--- src/sv/esr_pkg.sv ---
`default_nettype none
package esr_pkg;
    localparam int CoordBits  = 12;
    localparam int RadiusBits = 10;
    localparam int OutBits    = 13;
    localparam int ColourBits = 24;

    typedef enum logic [0:0] {
        REQ_START = 1'b0,
        REQ_ROW   = 1'b1
    } req_t;
endpackage
`default_nettype wire

--- src/sv/esr_front.sv ---
`default_nettype none
// Front end: holds accepted requests in a two-entry queue so the back end
// can stall independently of the input.
module esr_front
    import esr_pkg::*;
#(
    parameter int W = 70
) (
    input  wire logic         clk,
    input  wire logic         rst_n,
    input  wire logic         in_valid,
    output logic              in_ready,
    input  wire logic [W-1:0] in_data,
    output logic              q_valid,
    input  wire logic         q_ready,
    output logic [W-1:0]      q_data
);
    logic [W-1:0] mem_reg [2];
    logic         wp_reg, wp_next, rp_reg, rp_next;
    logic [1:0]   cnt_reg, cnt_next;
    logic         push, pop;

    assign in_ready = (cnt_reg != 2'd2);
    assign q_valid  = (cnt_reg != 2'd0);
    assign q_data   = mem_reg[rp_reg];
    assign push     = in_valid && in_ready;
    assign pop      = q_valid && q_ready;

    always_comb
    begin
        wp_next  = push ? ~wp_reg : wp_reg;
        rp_next  = pop ? ~rp_reg : rp_reg;
        cnt_next = cnt_reg + {1'b0, push} - {1'b0, pop};
    end

    always_ff @(posedge clk or negedge rst_n)
    begin
        if (!rst_n)
        begin
            wp_reg  <= 1'b0;
            rp_reg  <= 1'b0;
            cnt_reg <= 2'd0;
        end
        else
        begin
            wp_reg  <= wp_next;
            rp_reg  <= rp_next;
            cnt_reg <= cnt_next;
        end
    end

    always_ff @(posedge clk)
    begin
        if (push)
        begin
            mem_reg[wp_reg] <= in_data;
        end
    end

    assert property (@(posedge clk) disable iff (!rst_n) cnt_reg != 2'd3)
        else $error("queue count overflow");
    assert property (@(posedge clk) disable iff (!rst_n)
        (cnt_reg == 2'd2 && !pop) |=> cnt_reg == 2'd2)
        else $error("full queue lost an entry");
    assert property (@(posedge clk) disable iff (!rst_n)
        (cnt_reg == 2'd0 && !push) |=> cnt_reg == 2'd0)
        else $error("empty queue gained an entry");
endmodule
`default_nettype wire

--- config.mk ---
export PLATFORM = sky130hd
export DESIGN_NAME = esr_front
export DESIGN_NICKNAME = d
export VERILOG_FILES = /design/src/sv/esr_pkg.sv /design/src/sv/esr_front.sv
export SDC_FILE = /design/constraint.sdc
export NUM_CORES = 1
export LEC_CHECK = 0
export BUFFER_PORTS_ARGS = -buffer_cell sky130_fd_sc_hd__buf_2
export CORE_MARGIN = 3
export CORE_UTILIZATION = 49
export DETAILED_ROUTE_END_ITERATION = 10
export GPL_TIMING_DRIVEN = 1
export PLACE_DENSITY = 0.75
export SLEW_MARGIN = 20
export SYNTH_ARGS = -nofsm -noshare
export SYNTH_HDL_FRONTEND = slang
export SYNTH_SLANG_ARGS = --single-unit
--- constraint.sdc ---
create_clock -name clk -period 4.9 [get_ports clk]
set_input_delay 0.735 -clock clk [delete_from_list [all_inputs] [get_ports clk]]
set_output_delay 0.735 -clock clk [all_outputs]
set_load 0.02 [all_outputs]
# Word level (Yosys, flattened, before mapping)
# Memories as Yosys holds them, arrays and structs flattened.
# Index checks and enable logic that the tools add are counted.
# totals
in_bits,74
n_memories,1
ramBits,140
register_bits,4
# memory_table
memory,depth,width,rd,rd_clocked_by_memory_dff,wr,line_no,source
mem_reg,2,70,1,0,1,esr_front.sv:18,logic [W-1:0] mem_reg [2];
# op_classes
n_eq_ne,1
bitwise_logic,2
n_reduce_logical,3
addsub,2
muxes,2
# op_table
operator,n
2-bit by 1-bit adder with 2-bit output,1
1-bit logical AND,2
1-bit two-way mux,2
2-bit inequality test (second input constant),1
1-bit NOT,2
2-bit nonzero test,1
2-bit by 1-bit subtractor with 2-bit output,1

# Longest topological paths before layout
# depth
word_depth,4
depth_mapped,7

# Worst setup path after synthesis
# No wires, ideal clock.
# synth_path
path_type,input to register
from,input port in_valid
to,memory mem_reg[0][0] (enable)
stages,2
arrival_time_ns,3.760
path_slack_ns,0.642
cell_sequence,nand2_1 nor2_1
# synth_between
elab_chain_cells,3
# synth_lines
item,line_no,source
from (decl),esr_front.sv:11,"input wire logic in_valid,"
1-bit logical AND,esr_front.sv:26,assign push = in_valid && in_ready;
1-bit two-way mux,esr_front.sv:54,if (push)
1-bit two-way mux (not written as such),esr_front.sv:56,mem_reg[wp_reg] <= in_data;
to (decl),esr_front.sv:18,
# No other way between the ends.

# Worst setup path after layout
# layout_path
from,register rp_reg
to,output port q_data[52]
# layout_between
elab_chain_cells,1
# layout_lines
item,line_no,source
from (decl),esr_front.sv:19,"logic wp_reg, wp_next, rp_reg, rp_next;"
from (signal assigned),esr_front.sv:47,rp_reg <= rp_next;
memory read 2 x 70 bit,n/a,
to (decl),esr_front.sv:16,output logic [W-1:0] q_data
# No other way between the ends.

==> results.sh <==
export IMPL_status="completed"
export IMPL_antenna_left=0
export IMPL_grt_pass1_vias=2825
export IMPL_drt_total_wl_mm=9.28
export IMPL_start_util_pct=51.0
export IMPL_syn_nets=311
export IMPL_total_power_mw=4.62
export IMPL_grt_use_total_pct=15.1
export IMPL_leakage_nw=2.85
export IMPL_drive_gt1_share_pct=62.3
export IMPL_crit_path_max_fanout=42
export IMPL_largest_register_ffs=140
export IMPL_fmax_mhz=372
export IMPL_cts_root_buf="clkbuf_16"
export IMPL_final_core_util_pct=63.9
export IMPL_fill_cells=785
export IMPL_syn2layout_area_growth_pct=25.4
export IMPL_overflow=0
export IMPL_critPathLaunchType="flop"
export IMPL_ctsLongestPathBuffers=2
export IMPL_slew_headroom_pct=35.6
export IMPL_place_hpwl_mm=5.95
export IMPL_gp_congestion=0.737
export IMPL_synthesis_area_sq_um=5600
export IMPL_clock_latency_ns=0.41
export IMPL_drt_iter0_drc=130
export IMPL_cts_buffers=17
export IMPL_finalCritPeriodShare_pct=54.9
export IMPL_period_needed_ns=2.69
export IMPL_powerDensity_nw_per_um2=658
export IMPL_yosysWarnings=0
export IMPL_die_h_um=113
export IMPL_cts_sinks=144
export IMPL_critPathMaxStageDelay_ns=0.67
export IMPL_antenna_cells=0
export IMPL_drt_pass1_iter_count=4
export IMPL_io_buffer_count=145
export IMPL_skew_ns=0.0137
export IMPL_die_area_sq_um=12800
export IMPL_setup_tns_ns=0
export IMPL_cp_cell_sequence="buf_16, mux2_4, buf_2"
export IMPL_synth_cells=235
export IMPL_rsz0062_at_grt="no"
export IMPL_final_net_count=471
export IMPL_report_final_slew_viol_count=0
export IMPL_cpMaxStageDelayCell="dfrtp_4"
export IMPL_finalSetupViolations=0
export IMPL_end_kind="primary output"
export IMPL_rows=38
export IMPL_hold_viol_final=0
export IMPL_yosysUniqueCellTypes=16
export IMPL_clk_pin_slew_ns=0.06
export IMPL_core_region_area_sq_um=11000
export IMPL_remaining_drc_errors=0
export IMPL_drv_cap=0
export IMPL_ys_seq_elements=144
export IMPL_worstMarginPinSlew_ns=0.966
export IMPL_min_path_type="primary input to asynchronous set/reset pin"
export IMPL_grt_pass1_wl_mm=14.4
export IMPL_grt_start_max_net_pins=71
export IMPL_synth_avg_cell_area_sq_um=23.8
export IMPL_cts_hold_buf=0
export IMPL_fp_dieW_um=113
export IMPL_cts_setup_buffers=0
export IMPL_routedWlPerCell_um=16.9
export IMPL_irDropWorstVdd_v=0.000581
export IMPL_ios=146
export IMPL_cp_arrival_ns=1.95
export IMPL_num_vias=2670
export IMPL_cts_tree="built"
export IMPL_yosysSeqAreaShare_pct=76.8
export IMPL_cts_max_level=4
export IMPL_grt_antenna_before_repair=0
export IMPL_crit_type="flop to primary output"
export IMPL_routed_via_density=4.87
export IMPL_ctsResizeCount=0
export IMPL_crit_required_ns=4.16
worst max-delay path, delay by kind of cell (launching register included):
kind                   cells  cell delay [ns]
buffers and inverters      2             0.48
DFF                        1             0.67
muxes                      1             0.34
cells by family after synthesis:
| logic type | synth area share (%) |
|---|---|
| adder cells (fa/ha/maj) | 0.447 |
| XOR/XNOR | 0.626 |
| AND/OR/NAND/NOR | 0.626 |
| multiplexers | 18.7 |
| flip-flops | 76.8 |
| buffers and inverters | 2.77 |
synth_stat cells (all sizes together):
cell type | instances | share of area, %
dfrtp | 4 | 1.8
and3 | 1 | 0.11
xnor2 | 3 | 0.47
edfxtp | 140 | 75
xor2 | 1 | 0.16
mux2 | 70 | 19
or2 | 1 | 0.11
inv | 1 | 0.067
ha | 2 | 0.45
buf | 8 | 2.7
nand2 | 1 | 0.067
and2 | 1 | 0.16
nand2b | 1 | 0.11
nor2 | 1 | 0.067
power breakdown:
group          total [mW]  switching (mW)  internal, mW
sequential           1.81           0.118          1.69
combinational        1.52           0.825         0.694
clock                1.29           0.475         0.815
cells in the final DEF (no fill, tap or decap), types with 2 or more instances in the layout:
| master | instances |
|---|---|
| clkbuf_16 | 17 |
| clkinv_2 | 3 |
| clkinvlp_4 | 3 |
| buf_4 | 3 |
| mux2_4 | 69 |
| bufinv_16 | 3 |
| ha_1 | 2 |
| buf_2 | 145 |
| clkinv_4 | 3 |
| edfxtp_1 | 140 |
| xnor2_1 | 3 |
| dfrtp_1 | 3 |
cell type report:
class | count | area [sq um] | area share [%]
clock buffer | 19 | 443 | 6.31
clock inverter | 13 | 163 | 2.32
timing repair buffer | 149 | 776 | 11.0
multi-input combinational | 82 | 1150 | 16.4
inverter | 1 | 3.75 | 0.0534
sequential | 144 | 4310 | 61.3
tap | 140 | 175 | 2.49
path summary, 6_finish.rpt:
kind / from / endpoint / slack (ns) / depth (start not counted)
max in group asynchronous: rst_n / rp_reg / 4.64 / 1
worst max register to register: cnt_reg[1] / mem_reg[0][45] / 2.85 / 4
worst min register to register: cnt_reg[0] / cnt_reg[0] / 0.52 / 1
worst max-delay path: rp_reg / q_data[52] / 2.21 / 3
worst min-delay path: rst_n / rp_reg / 0.12 / 1
min in group clk: in_data[36] / mem_reg[0][36] / 0.51 / 1
metal layers:
| metal | wire length (um) | global-route usage (%) |
|---|---|---|
| met1 | 3660 | 18.0 |
| met2 | 4830 | 24.8 |
| met3 | 620 | 5.67 |
| met4 | 168 | 6.33 |
| met5 | 0 | 0 |
metrics by stage:
step                      setup WS [ns]  area (sq um)  std cells  hold WS, ns
after floorplan                   0.642          5600        235        0.439
after global placement             2.11          6390        515        0.494
after detailed placement           2.10          6390        515        0.503
after CTS                          1.64          7000        547        0.107
after global routing               2.12          7020        548       0.0968
final                              2.21          7020        548        0.120
Power figures use the tool's default switching activity.
